File: config.mk
export PLATFORM = sky130hd
export DESIGN_NAME = sync_length_sum_frame_receiver_unit
export DESIGN_NICKNAME = d
export VERILOG_FILES = /design/src/rtl/slsfr_pkg.sv /design/src/rtl/sync_length_sum_frame_receiver_unit.sv /design/src/rtl/slsfr_parser.sv /design/src/rtl/slsfr_rsp_buf.sv
export SDC_FILE = /design/constraint.sdc
export NUM_CORES = 1
export LEC_CHECK = 0
export ABC_CLOCK_PERIOD_IN_PS = 5750
export BUFFER_PORTS_ARGS = -buffer_cell sky130_fd_sc_hd__buf_2
export CAP_MARGIN = 20
export CORE_MARGIN = 1
export CORE_UTILIZATION = 55
export CTS_CLUSTER_DIAMETER = 50
export DETAILED_ROUTE_END_ITERATION = 10
export GPL_ROUTABILITY_DRIVEN = 0
export PLACE_DENSITY = 0.87
export SLEW_MARGIN = 10
export SYNTH_ARGS = -nofsm -noshare
export SYNTH_HDL_FRONTEND = slang
export SYNTH_SLANG_ARGS = --single-unit
export TNS_END_PERCENT = 30
File: constraint.sdc
create_clock -name clock -period 5.75 [get_ports clock]
set_input_delay 1.15 -clock clock [delete_from_list [all_inputs] [get_ports clock]]
set_output_delay 1.15 -clock clock [all_outputs]
set_load 0.1 [all_outputs]
File: src/rtl/slsfr_pkg.sv
`timescale 1ns / 1ps
// ----------------------------------------------------------------------------
// slsfr_pkg
// Shared types and constants for the sync/length/sum frame receiver.
// ----------------------------------------------------------------------------
package slsfr_pkg;

   localparam logic [7:0]  SYNC0          = 8'h4E;
   localparam logic [7:0]  SYNC1          = 8'h57;
   localparam logic [15:0] MIN_LEN        = 16'd9;
   localparam logic [15:0] GAP_LIMIT_RST  = 16'd50;
   localparam logic [16:0] FUNC_POS       = 17'd8;
   localparam logic [16:0] PAYLOAD_FIRST  = 17'd11;
   localparam logic [17:0] PAYLOAD_TAIL   = 18'd4;

   typedef enum logic {
      OP_BYTE = 1'b0,
      OP_TICK = 1'b1
   } opcode_type;

   typedef enum logic [1:0] {
      KIND_PAYLOAD   = 2'd0,
      KIND_GOOD      = 2'd1,
      KIND_SUM_ERR   = 2'd2,
      KIND_HDR_ERR   = 2'd3
   } kind_type;

   typedef struct packed {
      logic       opcode;
      logic [7:0] rx_byte;
   } req_type;

   typedef struct packed {
      logic [1:0]  kind;
      logic [7:0]  payload_byte;
      logic [7:0]  function_code;
      logic [15:0] frame_length;
      logic [15:0] computed_sum;
      logic [15:0] received_sum;
      logic        last;
   } rsp_type;

endpackage

File: src/rtl/sync_length_sum_frame_receiver_unit.sv
`timescale 1ns / 1ps
// ----------------------------------------------------------------------------
// sync_length_sum_frame_receiver_unit
// Path: a beat taken on req_ is held in the input register and decoded by the
// parser; a result is pushed to the buffer whose output register drives rsp_.
// Throughput: one beat (byte or tick) per cycle while not stalled; the parse
// is a single pass between the input register and a two-entry result buffer.
// Reset: synchronous; clears frame state, idle count and buffers, and sets
// the gap limit to 50 ticks.
// ----------------------------------------------------------------------------
module sync_length_sum_frame_receiver_unit (
   input  logic        clock,
   input  logic        reset,
   input  logic        req_valid,
   output logic        req_stall,
   input  logic        req_opcode,
   input  logic [7:0]  req_rx_byte,
   output logic        rsp_valid,
   input  logic        rsp_stall,
   output logic [1:0]  rsp_kind,
   output logic [7:0]  rsp_payload_byte,
   output logic [7:0]  rsp_function_code,
   output logic [15:0] rsp_frame_length,
   output logic [15:0] rsp_computed_sum,
   output logic [15:0] rsp_received_sum,
   output logic        rsp_last,
   input  logic        csr_valid,
   output logic        csr_ready,
   input  logic [15:0] csr_gap_limit_ticks
);
   import slsfr_pkg::*;

   logic    in_valid_ff, in_valid_in;
   req_type in_ff;
   logic    advance;
   logic    room;
   logic    res_valid;
   rsp_type res;
   rsp_type out_data;
   logic    req_take;

   assign csr_ready = 1'b1;
   assign advance   = in_valid_ff && room;
   assign req_stall = in_valid_ff && !room;
   assign req_take  = req_valid && !req_stall;
   assign in_valid_in = req_take || (in_valid_ff && !advance);

   always_ff @(posedge clock) begin
      if (reset) begin
         in_valid_ff <= 1'b0;
      end else begin
         in_valid_ff <= in_valid_in;
      end
   end

   // hold the beat while stalled
   always_ff @(posedge clock) begin
      if (req_take) begin
         in_ff.opcode  <= req_opcode;
         in_ff.rx_byte <= req_rx_byte;
      end
   end

   slsfr_parser u_parser (
      .clock         (clock),
      .reset         (reset),
      .cfg_we        (csr_valid && csr_ready),
      .cfg_gap_limit (csr_gap_limit_ticks),
      .item_advance  (advance),
      .item          (in_ff),
      .res_valid     (res_valid),
      .res           (res)
   );

   slsfr_rsp_buf u_rsp_buf (
      .clock     (clock),
      .reset     (reset),
      .push      (advance && res_valid),
      .push_data (res),
      .room      (room),
      .out_valid (rsp_valid),
      .out_stall (rsp_stall),
      .out_data  (out_data)
   );

   assign rsp_kind          = out_data.kind;
   assign rsp_payload_byte  = out_data.payload_byte;
   assign rsp_function_code = out_data.function_code;
   assign rsp_frame_length  = out_data.frame_length;
   assign rsp_computed_sum  = out_data.computed_sum;
   assign rsp_received_sum  = out_data.received_sum;
   assign rsp_last          = out_data.last;

endmodule

File: src/rtl/slsfr_parser.sv
`timescale 1ns / 1ps
// ----------------------------------------------------------------------------
// slsfr_parser
// Frame state, gap timer and the per-beat decode of one registered item.
// ----------------------------------------------------------------------------
module slsfr_parser (
   input  logic              clock,
   input  logic              reset,
   input  logic              cfg_we,
   input  logic [15:0]       cfg_gap_limit,
   input  logic              item_advance,
   input  slsfr_pkg::req_type item,
   output logic              res_valid,
   output slsfr_pkg::rsp_type res
);
   import slsfr_pkg::*;

   logic [15:0] gap_limit_ff;
   logic [16:0] position_ff, position_in;
   logic [15:0] length_ff, length_in;
   logic [15:0] sum_ff, sum_in;
   logic        sync_ok_ff, sync_ok_in;
   logic [7:0]  cs_high_ff, cs_high_in;
   logic [7:0]  func_ff, func_in;
   logic [15:0] idle_ff, idle_in;
   logic [15:0] sum_add;
   logic [15:0] len_full;
   logic [15:0] idle_inc;
   logic [15:0] rx_sum;

   assign sum_add  = sum_ff + {8'h00, item.rx_byte};
   assign len_full = {length_ff[15:8], item.rx_byte};
   assign idle_inc = (idle_ff != 16'hFFFF) ? idle_ff + 16'd1 : idle_ff;
   assign rx_sum   = {cs_high_ff, item.rx_byte};

   always_comb begin
      position_in = position_ff;
      length_in   = length_ff;
      sum_in      = sum_ff;
      sync_ok_in  = sync_ok_ff;
      cs_high_in  = cs_high_ff;
      func_in     = func_ff;
      idle_in     = idle_ff;
      res_valid   = 1'b0;
      res         = '0;
      if (item.opcode == OP_TICK) begin
         idle_in = idle_inc;
         if (idle_inc > gap_limit_ff) begin
            idle_in     = '0;
            position_in = '0;
            length_in   = '0;
            sum_in      = '0;
            sync_ok_in  = 1'b0;
            cs_high_in  = '0;
            func_in     = '0;
         end
      end else begin
         idle_in = '0;
         if (position_ff == 17'd0) begin
            sync_ok_in  = (item.rx_byte == SYNC0);
            sum_in      = {8'h00, item.rx_byte};
            position_in = 17'd1;
         end else if (position_ff == 17'd1) begin
            sync_ok_in  = sync_ok_ff && (item.rx_byte == SYNC1);
            sum_in      = sum_add;
            position_in = 17'd2;
         end else if (position_ff == 17'd2) begin
            if (!sync_ok_ff) begin
               position_in = '0;
               length_in   = '0;
               sum_in      = '0;
               sync_ok_in  = 1'b0;
               cs_high_in  = '0;
               func_in     = '0;
               res_valid   = 1'b1;
               res.kind    = KIND_HDR_ERR;
               res.last    = 1'b1;
            end else begin
               length_in   = {item.rx_byte, 8'h00};
               sum_in      = sum_add;
               position_in = 17'd3;
            end
         end else if (position_ff == 17'd3) begin
            if (len_full < MIN_LEN) begin
               position_in      = '0;
               length_in        = '0;
               sum_in           = '0;
               sync_ok_in       = 1'b0;
               cs_high_in       = '0;
               func_in          = '0;
               res_valid        = 1'b1;
               res.kind         = KIND_HDR_ERR;
               res.frame_length = len_full;
               res.last         = 1'b1;
            end else begin
               length_in   = len_full;
               sum_in      = sum_add;
               position_in = 17'd4;
            end
         end else if (position_ff < {1'b0, length_ff}) begin
            sum_in      = sum_add;
            position_in = position_ff + 17'd1;
            if (position_ff == FUNC_POS) begin
               func_in = item.rx_byte;
            end
            if (position_ff >= PAYLOAD_FIRST &&
                ({1'b0, position_ff} + PAYLOAD_TAIL) <= {2'b00, length_ff}) begin
               res_valid         = 1'b1;
               res.kind          = KIND_PAYLOAD;
               res.payload_byte  = item.rx_byte;
               res.function_code = func_ff;
               res.frame_length  = length_ff;
            end
         end else if (position_ff == {1'b0, length_ff}) begin
            cs_high_in  = item.rx_byte;
            position_in = position_ff + 17'd1;
         end else begin
            position_in       = '0;
            length_in         = '0;
            sum_in            = '0;
            sync_ok_in        = 1'b0;
            cs_high_in        = '0;
            func_in           = '0;
            res_valid         = 1'b1;
            res.kind          = (sum_ff == rx_sum) ? KIND_GOOD : KIND_SUM_ERR;
            res.function_code = func_ff;
            res.frame_length  = length_ff;
            res.computed_sum  = sum_ff;
            res.received_sum  = rx_sum;
            res.last          = 1'b1;
         end
      end
   end

   always_ff @(posedge clock) begin
      if (reset) begin
         gap_limit_ff <= GAP_LIMIT_RST;
         position_ff  <= '0;
         length_ff    <= '0;
         sum_ff       <= '0;
         sync_ok_ff   <= 1'b0;
         cs_high_ff   <= '0;
         func_ff      <= '0;
         idle_ff      <= '0;
      end else begin
         if (cfg_we) begin
            gap_limit_ff <= cfg_gap_limit;
         end
         if (item_advance) begin
            position_ff <= position_in;
            length_ff   <= length_in;
            sum_ff      <= sum_in;
            sync_ok_ff  <= sync_ok_in;
            cs_high_ff  <= cs_high_in;
            func_ff     <= func_in;
            idle_ff     <= idle_in;
         end
      end
   end

endmodule

File: src/rtl/slsfr_rsp_buf.sv
`timescale 1ns / 1ps
// ----------------------------------------------------------------------------
// slsfr_rsp_buf
// Two-entry result buffer: output register plus skid entry.
// ----------------------------------------------------------------------------
module slsfr_rsp_buf (
   input  logic              clock,
   input  logic              reset,
   input  logic              push,
   input  slsfr_pkg::rsp_type push_data,
   output logic              room,
   output logic              out_valid,
   input  logic              out_stall,
   output slsfr_pkg::rsp_type out_data
);
   import slsfr_pkg::*;

   logic    main_valid_ff, main_valid_in;
   logic    skid_valid_ff, skid_valid_in;
   rsp_type main_ff, main_in;
   rsp_type skid_ff, skid_in;
   logic    pop;

   assign pop       = main_valid_ff && !out_stall;
   assign room      = !skid_valid_ff;
   assign out_valid = main_valid_ff;
   assign out_data  = main_ff;

   always_comb begin
      main_valid_in = main_valid_ff;
      skid_valid_in = skid_valid_ff;
      main_in       = main_ff;
      skid_in       = skid_ff;
      if (skid_valid_ff) begin
         if (pop) begin
            main_in       = skid_ff;
            skid_valid_in = 1'b0;
         end
      end else if (!main_valid_ff || pop) begin
         main_valid_in = push;
         main_in       = push_data;
      end else if (push) begin
         skid_valid_in = 1'b1;
         skid_in       = push_data;
      end
   end

   always_ff @(posedge clock) begin
      if (reset) begin
         main_valid_ff <= 1'b0;
         skid_valid_ff <= 1'b0;
      end else begin
         main_valid_ff <= main_valid_in;
         skid_valid_ff <= skid_valid_in;
      end
   end

   always_ff @(posedge clock) begin
      main_ff <= main_in;
      skid_ff <= skid_in;
   end

endmodule
### Word-level counts from Yosys, hierarchy flattened

Index checks and enable logic that the tools add are counted.

| cells by class | value |
|---|---|
| bitwise operators | 2 |
| magnitude comparators | 5 |
| eq/ne operators | 23 |
| reductions and logical operators | 27 |
| add/sub/neg operators | 4 |
| mux-type cells | 98 |

Operators by type and width:

| cell | count |
|---|---|
| $mux 67 | 6 |
| $mux 16 | 24 |
| $mux 8 | 19 |
| $mux 17 | 8 |
| $mux 32 | 2 |
| $mux 64 | 1 |
| $mux 57 | 1 |
| $eq 17x2->1 const B | 2 |
| $mux 33 | 1 |
| $mux 1 | 26 |
| $mux 24 | 1 |
| $add 17x3->18 const B | 1 |
| $le 18x16->1 | 1 |
| $add 17x1->17 const B | 1 |
| $eq 17x1->1 const B | 1 |
| $eq 17x16->1 | 1 |
| $eq 17x4->1 const B | 1 |
| $ge 17x4->1 const B | 1 |
| $logic_not 17->1 | 1 |
| $lt 17x16->1 | 1 |
| $add 16x1->16 const B | 1 |
| $add 16x8->16 | 1 |
| $eq 16x16->1 | 1 |
| $eq 8x7->1 const B | 2 |
| other kinds (26) | 54 |

| word-level totals | value |
|---|---|
| bits of input ports | 30 |
| bits in registers | 244 |
| output and inout bits | 70 |
| logic and storage cells | 187 |

### Depth between registers and ports, before layout

Gate-level depths: netlist of run 1.

| logic depth | value |
|---|---|
| word-level depth | 14 |
| gate-level depth with buffers | 16 |
| depth with buffers taken out | 14 |

### Hierarchy

From an unflattened synthesis of run 1, not the netlist that was laid out.

| second synthesis, totals | value |
|---|---|
| cell total of the unflattened synthesis | 1,127 |
| area total of the unflattened synthesis | 12,761.0 um^2 |

By module, submodules not included:

| module | cells an instance | sequential area each (um^2) | area an instance (um^2) | instances |
|---|---|---|---|---|
| slsfr_parser | 889 | 1,961.9 | 7,144.4 | 1 |
| slsfr_rsp_buf | 221 | 4,063.9 | 5,272.6 | 1 |
| sync_length_sum_frame_receiver_unit | 17 | 290.3 | 344.1 | 1 |

### Least setup slack after synthesis of run 1

OpenSTA, ideal clock, no wires.

| timing | value |
|---|---|
| kind | flip-flop to flip-flop |
| start | reg u_parser.position_ff[3] |
| end | reg u_rsp_buf.skid_ff[0] (netlist bit), enable pin |
| arrival | 5.479 ns |
| path slack | -0.221 ns |
| required time | 5.257 ns |
| cell stages (with the launch flop) | 14 |
| period minus slack after synthesis | 5.971 ns |
| path buffers | 0 |
| setup time | 0.493 ns |
| cell sequence | dfxtp_1 ha_1 nand4_1 nor3_1 and3_1 xor2_1 ha_1 nand3_1 o221ai_1 a21oi_1 o211ai_1 a21oi_2 a211oi_1 nor2_1 |

| on the way | value |
|---|---|
| cells in the longest elaborated chain, start to end | 12 |
| elaborated cells between the ends (all ways) | 20 |
| those cells by class | add/sub (1); order compare (3); eq/ne (4); mux (8); reduce/logical (4) |

RTL lines:

| what | RTL line | RTL |
|---|---|---|
| from (decl) | slsfr_parser.sv:19 | `logic [16:0] position_ff, position_in;` |
| from (signal assigned) | slsfr_parser.sv:150 | `position_ff <= position_in;` |
| $add 17x3->18 | slsfr_parser.sv:107 | `({1'b0, position_ff} + PAYLOAD_TAIL) <= {2'b00, length_ff}) begin` |
| $le 18x16->1 | slsfr_parser.sv:107 |  |
| $logic_and 1x1->1 | slsfr_parser.sv:106 | `if (position_ff >= PAYLOAD_FIRST &&` |
| $mux 1 | slsfr_parser.sv:106 |  |
| $mux 1 | slsfr_parser.sv:100 | `end else if (position_ff < {1'b0, length_ff}) begin` |
| $mux 1 | slsfr_parser.sv:83 | `end else if (position_ff == 17'd3) begin` |
| $mux 1 | slsfr_parser.sv:67 | `end else if (position_ff == 17'd2) begin` |
| $mux 1 | slsfr_parser.sv:63 | `end else if (position_ff == 17'd1) begin` |
| $mux 1 * | slsfr_parser.sv:59 | `if (position_ff == 17'd0) begin` |
| $mux 1 * | slsfr_parser.sv:46 | `if (item.opcode == OP_TICK) begin` |
| $logic_and 1x1->1 * | sync_length_sum_frame_receiver_unit.sv:78 | `.push (advance && res_valid),` |
| $reduce_and 3->1 (no line) * | n/a |  |
| to (signal assigned) | slsfr_rsp_buf.sv:60 | `skid_ff <= skid_in;` |
| to (decl) | slsfr_rsp_buf.sv:21 | `rsp_type skid_ff, skid_in;` |

Every way passes the cells marked *; elsewhere a longest branch is shown, timed or not.
A chain may end at the register's enable or synchronous reset.

### Worst setup path after layout of run 1

| timing | value |
|---|---|
| start | reg u_parser.idle_ff[7] |
| end | reg u_parser.func_ff[4] |

| on the way | value |
|---|---|
| cells in the longest elaborated chain, start to end | 5 |
| elaborated cells between the ends (all ways) | 6 |
| those cells by class | add/sub (1); order compare (1); eq/ne (2); mux (1); reduce/logical (1) |

RTL lines:

| what | RTL line | RTL |
|---|---|---|
| from (decl) | slsfr_parser.sv:25 | `logic [15:0] idle_ff, idle_in;` |
| from (signal assigned) | slsfr_parser.sv:156 | `idle_ff <= idle_in;` |
| $add 16x1->16 / $ne 16x16->1 (equally long branches) | slsfr_parser.sv:33 | `assign idle_inc = (idle_ff != 16'hFFFF) ? idle_ff + 16'd1 : idle_ff;` |
| $mux 16 * | slsfr_parser.sv:33 |  |
| $gt 16x16->1 * | slsfr_parser.sv:48 | `if (idle_inc > gap_limit_ff) begin` |
| $ne 2x1->1 (no line) * | n/a |  |
| $reduce_and 8->1 (no line) * | n/a |  |
| to (signal assigned) | slsfr_parser.sv:155 | `func_ff <= func_in;` |
| to (decl) | slsfr_parser.sv:24 | `logic [7:0] func_ff, func_in;` |

Marked as above.

==> flow_summary.toml, run 1 <==
[status]
status = "complete, no violations"

[sta]
setup_slack_ns = 0.9561
rsz0062_at_grt = "false"
slew_viol_final = 0
hold_viol_final = 0
setup_violations = 0
fin_crit_sh_pct = 83.37
clock.fmax_ghz = 0.2086
fin_crit_ns = 4.794
finalSetupTns_ns = 0
clock_skew_ns = 0.01190
tightestPinTransition_ns = 1.143
max-slew-margin-rel_pct = 23.73

[floorplan]
coreArea_um2 = 22780
rows = 55
initial_core_util_pct = 56.45
io_pins = 100
dieArea_um2 = 23990
fp.dieW_um = 154.9
die_h_um = 154.9

[power_and_ir_drop]
ir_worst_vdd_uv = 197.7
combPwrFrac_pct = 5.0
clkPwrFrac_pct = 46.6
p_seq_share_pct = 48.4
p_per_area_nw_per_um2 = 267.6
swShare_pct = 23.83
switchingPower_w = 0.0009253
p_leak_nw = 5.762
power.internal_w = 0.002958

[worst_setup_path]
worstSetupEndpoint = "u_parser.func_ff[4]$_SDFFE_PP0P_"
path_class = "reg -> reg"
cp.arrival_ns = 5.27
crit_fanout = 9
timing.rr.end = "u_parser.func_ff[4]$_SDFFE_PP0P_"
rrSetupSlack_ns = 0.96
ff2ff_path_depth = 14
r2r-start = "u_parser.idle_ff[7]$_SDFFE_PP0P_"
required_ns = 6.22
worstSetupEndpointType = "flop"
startpoint_type = "flop"
cp-startpoint = "u_parser.idle_ff[7]$_SDFFE_PP0P_"

[yosys]
synth_top_family_by_area = "simple AND/OR/NAND/NOR gates"
syn_area_um2 = 12860
synth-simple-area-share_pct = 18.36
ys_seq_area_share_pct = 49.12
yosysWarnings = 0
synth_compound_area_share_pct = 13.26
async_reset_ff_share_pct = 0
avgSynthCellArea_um2 = 10.13
synth_mux_area_share_pct = 6.198
synth_fp_nets = 1362
synth-edff-count = 143
synthFlopType = "edfxtp_1"
synth_cell_types = 75
synth_seq_cells = 244
synthCells = 1269
synth-adder-area-share_pct = 6.189
synth_xor_area_share_pct = 2.588

[final_layout]
final_common_cell = "nand2_1"
diodes = 0
syn2layout_area_growth_pct = 12.86
nNetsFinal = 1431
final_cell_mix = "nand2_1 (156), edfxtp_1 (143), dfxtp_1 (100)"
drive_above_1_share_pct = 15.94

[clocking]
clock_latency_ns = 0.57
cts_buffers = 29
path_clk_slew_ns = 0.06
postCtsHoldBufs = 0
cts_buffer_depth = 3
cts_setup_buffers = 0
cts_tree = "yes"
cts.sink_count = 244
cts_resized = 0
cts_max_level = 1
root_buffer = "clkbuf_16"

[drt]
drc = 0
viasPerCell = 6.271
num_vias = 10500
drt_iter0_drc = 988
ant_nets = 0
wl_per_cell_um = 18.94
wirelength_mm = 31.71
drt_first_pass_iters = 6

[place]
place_ws_ns = 1.105
place_hpwl_mm = 21.24
io_buffers = 98

[global_routing]
grt_pass1_wl_mm = 51.08
grt_max_degree = 68
grt.overflow.total = 0
track_usage_pct = 26.70
grt_pass1_vias = 10030
grt_antenna_before_repair = 0

[job]
cap_violations = 0

[hold_path]
hold_start = "u_parser.func_ff[0]$_SDFFE_PP0P_"
hold_path_class = "reg -> reg"
## power by group through the flow
stage | sequential (W) | combinational (W) | clock [W]
6_report | 0.00188 | 0.000194 | 0.00181
5_1_grt | 0.00188 | 0.000210 | 0.00190
4_1_cts | 0.00188 | 0.000188 | 0.00182
3_5_place_dp | 0.00192 | 0.000186 | 0
3_3_place_gp | 0.00191 | 0.000179 | 0
2_1_floorplan | 0.00190 | 0.000137 | 0
## state kept, by name, summed over array words and instances (netlist names)
signal	flops
u_parser.length_ff	16
in_valid_ff	1
u_parser.func_ff	8
u_rsp_buf.skid_ff	67
u_parser.idle_ff	16
u_rsp_buf.out_data	67
in_ff	9
u_rsp_buf.skid_valid_ff	1
u_parser.gap_limit_ff	16
u_parser.position_ff	17
u_parser.sum_ff	16
u_parser.cs_high_ff	8
u_parser.sync_ok_ff	1
u_rsp_buf.out_valid	1
## worst max-delay path, stage by stage (launching register included)
cell,delay (ns)
dfxtp_1,0.40
and4_1,0.32
nand4_1,0.24
nor4_2,0.72
nor2_1,0.20
nand2_1,0.16
xnor2_1,0.08
ha_1,0.30
nand4_1,0.14
nor4_1,0.38
a21boi_0,0.27
or3_1,0.18
and2_1,0.35
nand4_1,0.61
mux2i_1,0.36
## synth_stat cells (9+ instances only)
master	number	share of area, %
mux2_2	34	3.0
nand3_1	41	1.6
nand4_1	27	1.3
dfxtp_1	101	16
o41ai_1	20	1.4
xnor2_1	20	1.4
ha_1	62	6.0
a21o_1	12	0.70
nand2_1	156	4.6
a31oi_1	22	1.1
buf_2	16	0.62
and2_1	57	2.8
a21oi_1	63	2.5
a22o_1	9	0.61
nor2b_1	13	0.63
a31o_2	10	0.68
nor3_1	35	1.4
edfxtp_1	143	33
xor2_1	18	1.2
clkbuf_1	50	1.5
inv_1	58	1.7
o31ai_1	14	0.82
o211ai_1	9	0.53
mux2i_1	40	3.1
nor4_1	16	0.78
nor2_1	60	1.8
and3_1	10	0.49
o21ai_0	43	1.7
## routing by layer
layer	vias to the layer above	GRT usage, %	share of wire [%]
met5	-	0	0
met4	0	13.63	5.0
met3	155	4.039	9.1
met2	599	42.90	46
met1	4920	35.21	40
li1	4824	-	-
## per-stage QoR
stage | total power (W) | hold WS [ns] | util (%) | instance area, µm² | cells
2_1_floorplan | 0.002039 | 0.4380 | - | 12860 | 1269
3_3_place_gp | 0.002094 | 0.4469 | 59.44 | 13540 | 1618
3_5_place_dp | 0.002101 | 0.4525 | 59.44 | 13540 | 1618
4_1_cts | 0.003886 | 0.4604 | 63.64 | 14500 | 1672
5_1_grt | 0.003995 | 0.4961 | 63.71 | 14510 | 1674
6_report | 0.003884 | 0.4584 | 63.71 | 14510 | 1674
## kinds of logic after synthesis
group	Yosys count
AOI/OAI and AO/OA	255
DFF	244
xor gates and xnor gates	38
and+or+nand+nor	460
other	1
adders and majority gates	63
buffers and inverters	133
muxes	75
## how the worst min path moves through the flow
stage	to	slack, ns	depth (start not counted)
2_1_floorplan	u_parser.length_ff[5]$_SDFFE_PP0P_	0.44	2
3_3_place_gp	u_parser.length_ff[6]$_SDFFE_PP0P_	0.45	2
3_5_place_dp	u_parser.func_ff[0]$_SDFFE_PP0P_	0.45	2
4_1_cts	u_parser.func_ff[0]$_SDFFE_PP0P_	0.46	2
5_1_grt	u_parser.func_ff[3]$_SDFFE_PP0P_	0.50	2
6_report	u_parser.func_ff[0]$_SDFFE_PP0P_	0.46	2
## area by class of cell
class	count	area, µm²
Inverter	59	221.5
Multi-Input combinational cell	892	6016
Fill cell	1708	8265
Timing Repair Buffer	112	609.3
Sequential cell	244	6317
Clock buffer	40	807.0
Tap cell	313	391.6
Clock inverter	14	150.1
No activity file was read; power rests on OpenSTA's default activity.
==> run 2: changes to the inputs <==
--- a/config.mk
+++ b/config.mk
@@ -5,7 +5,7 @@
 export SDC_FILE = /design/constraint.sdc
 export NUM_CORES = 1
 export LEC_CHECK = 0
-export ABC_CLOCK_PERIOD_IN_PS = 5750
+export ABC_CLOCK_PERIOD_IN_PS = 4000
 export BUFFER_PORTS_ARGS = -buffer_cell sky130_fd_sc_hd__buf_2
 export CAP_MARGIN = 20
 export CORE_MARGIN = 1
==> constraint.sdc (replaced) <==
create_clock -name clock -period 4 [get_ports clock]
set_input_delay 0.8 -clock clock [delete_from_list [all_inputs] [get_ports clock]]
set_output_delay 0.8 -clock clock [all_outputs]
set_load 0.1 [all_outputs]
==> run 2 against run 1 <==
  * First-iteration DRC count rose by 8.2%
  * Non-clock buffer count rose by 38
  * Final area rose by 3.2%
  * Die area did not move
  * Global-route usage fell by 0.14 points
  * Via count rose by 2.0%
  * Sequential share of layout area fell by 1.3 points
  * Core utilization rose by 2.0 points
==> flow_summary.toml, run 2 (same netlist as run 1, synthesis figures left out) <==
[global_routing]
grt_pass1_wl_mm = 51.43
grt.overflow.total = 0
grt_pass1_vias = 10100
track_usage_pct = 26.57
grt_antenna_before_repair = 0
grt_max_degree = 68

[floorplan]
dieArea_um2 = 23990
initial_core_util_pct = 56.45
coreArea_um2 = 22780
fp.dieW_um = 154.9
rows = 55
die_h_um = 154.9
io_pins = 100

[power_and_ir_drop]
total_power_w = 0.005566
p_leak_nw = 6.057
ir_worst_vdd_uv = 319.5
p_per_area_nw_per_um2 = 371.7

[worst_setup_path]
ff2ff_path_depth = 12
cp.arrival_ns = 4.17
crit_fanout = 16
worstSetupEndpointType = "flop"
rrSetupSlack_ns = 0.09
required_ns = 4.26
r2r-start = "u_parser.position_ff[7]$_SDFFE_PP0P_"
path_class = "reg -> reg"
timing.rr.end = "u_rsp_buf.out_data[42]$_DFFE_PP_"
startpoint_type = "flop"

[hold_path]
holdPathStages = 1
hold_path_class = "in -> reg"
hold_start = "req_rx_byte[7]"
holdPathEnd = "in_ff[7]$_DFFE_PP_"

[final_layout]
syn2layout_area_growth_pct = 16.45
nNetsFinal = 1469
final_common_cell = "nand2_1"
diodes = 0
drive_above_1_share_pct = 19.96
final_cell_mix = "nand2_1 (154), edfxtp_1 (143), dfxtp_1 (98), buf_2 (98)"

[sta]
setup_violations = 0
hold_viol_final = 0
max-slew-margin-rel_pct = 39.07
hold_slack_ns = 0.4243
slew_viol_final = 0
tightestPinTransition_ns = 0.9139
fin_crit_ns = 3.906
clock_skew_ns = 0.02948
rsz0062_at_grt = "true"
clock.fmax_ghz = 0.2560
fin_crit_sh_pct = 97.64

[clocking]
cts_buffers = 29
path_clk_slew_ns = 0.06
cts_max_level = 1
root_buffer = "clkbuf_16"
cts_tree = "yes"
cts.sink_count = 244
postCtsHoldBufs = 0
cts_buffer_depth = 3
clock_latency_ns = 0.55

[drt]
wirelength_mm = 32.72
wl_per_cell_um = 19.13
drt_first_pass_iters = 5
num_vias = 10700
ant_nets = 0
drt_iter0_drc = 1069
viasPerCell = 6.256
drc = 0

[place]
place_hpwl_mm = 21.64
io_buffers = 98

[status]
status = "complete, no violations"

[job]
cap_violations = 0
run 2: changes by cell type in the layout (fill, tap and decap cells not counted), sizes merged:
| cell | before | now |
|---|---|---|
| buf | 111 | 149 |
| clkinv | 4 | 11 |
| clkbuf | 41 | 35 |
| inv | 64 | 62 |
| bufinv | 1 | 2 |
| clkinvlp | 4 | 3 |
run 2: area by class of cell:
type	count	area, µm²
Clock inverter	19	202.7
Timing Repair Buffer	150	935.9
Multi-Input combinational cell	892	6158
Clock buffer	34	744.5
Tap cell	313	391.6
Fill cell	1633	7804
Sequential cell	244	6320
Inverter	59	221.5
run 2: routing by layer:
metal / vias up / wire length, µm / GRT usage (%)
met5: - / 0 / 0
met2: 679 / 15490 / 44.14
li1: 4883 / - / -
met1: 5023 / 13020 / 34.73
met4: 0 / 1195 / 10.89
met3: 119 / 3021 / 4.123
run 2: per-stage QoR:
step	setup TNS [ns]	cells	area, µm²	worst slack, ns	utilization, %
2_1_floorplan	0	1269	12880	0.01844	-
3_3_place_gp	0	1648	13770	0.03032	60.46
3_5_place_dp	-2.295	1648	13770	-0.1375	60.46
4_1_cts	0	1703	14780	0.03479	64.89
5_1_grt	-0.8401	1711	14970	-0.09020	65.74
6_report	0	1711	14970	0.09447	65.74
run 2: power breakdown:
group	internal (W)	switching [W]	total (W)
combinational	0.000103	0.000223	0.000326
clock	0.00149	0.00108	0.00257
sequential	0.00266	0.0000169	0.00267
total	0.00425	0.00132	0.00557
run 2: how the worst max path moves through the flow:
stage / start / cells after the start / endpoint
finish: u_parser.position_ff[7]$_SDFFE_PP0P_ / 12 / u_rsp_buf.out_data[42]$_DFFE_PP_
global route: u_parser.idle_ff[9]$_SDFFE_PP0P_ / 16 / u_parser.sum_ff[12]$_SDFFE_PP0P_
CTS: u_parser.idle_ff[8]$_SDFFE_PP0P_ / 16 / u_parser.sum_ff[10]$_SDFFE_PP0P_
detailed placement: u_parser.idle_ff[8]$_SDFFE_PP0P_ / 15 / u_parser.sum_ff[10]$_SDFFE_PP0P_
global placement: u_parser.idle_ff[9]$_SDFFE_PP0P_ / 15 / u_parser.sum_ff[12]$_SDFFE_PP0P_
floorplan: u_parser.position_ff[3]$_SDFFE_PP0P_ / 13 / u_rsp_buf.skid_ff[0]$_DFFE_PP_
run 2: what timing repair did:
item / in CTS / in global routing
endpoints found under the setup margin: 96 / 156
buffers inserted: 2 / 7
gates resized for setup: 8 / 22
pin swaps: 1 / 7
cloned: 0 / 1
run 2: worst max-delay path: stages (launching register included):
cell and delay, ns:
dfxtp_1 0.51, nand4_1 0.28, nor4_1 0.37, buf_4 0.21, xor2_1 0.17, ha_1 0.27
a21oi_1 0.16, o221ai_1 0.18, a21oi_2 0.20, o211ai_1 0.12, a21oi_2 0.32, a21oi_2 0.26
o41ai_1 0.56
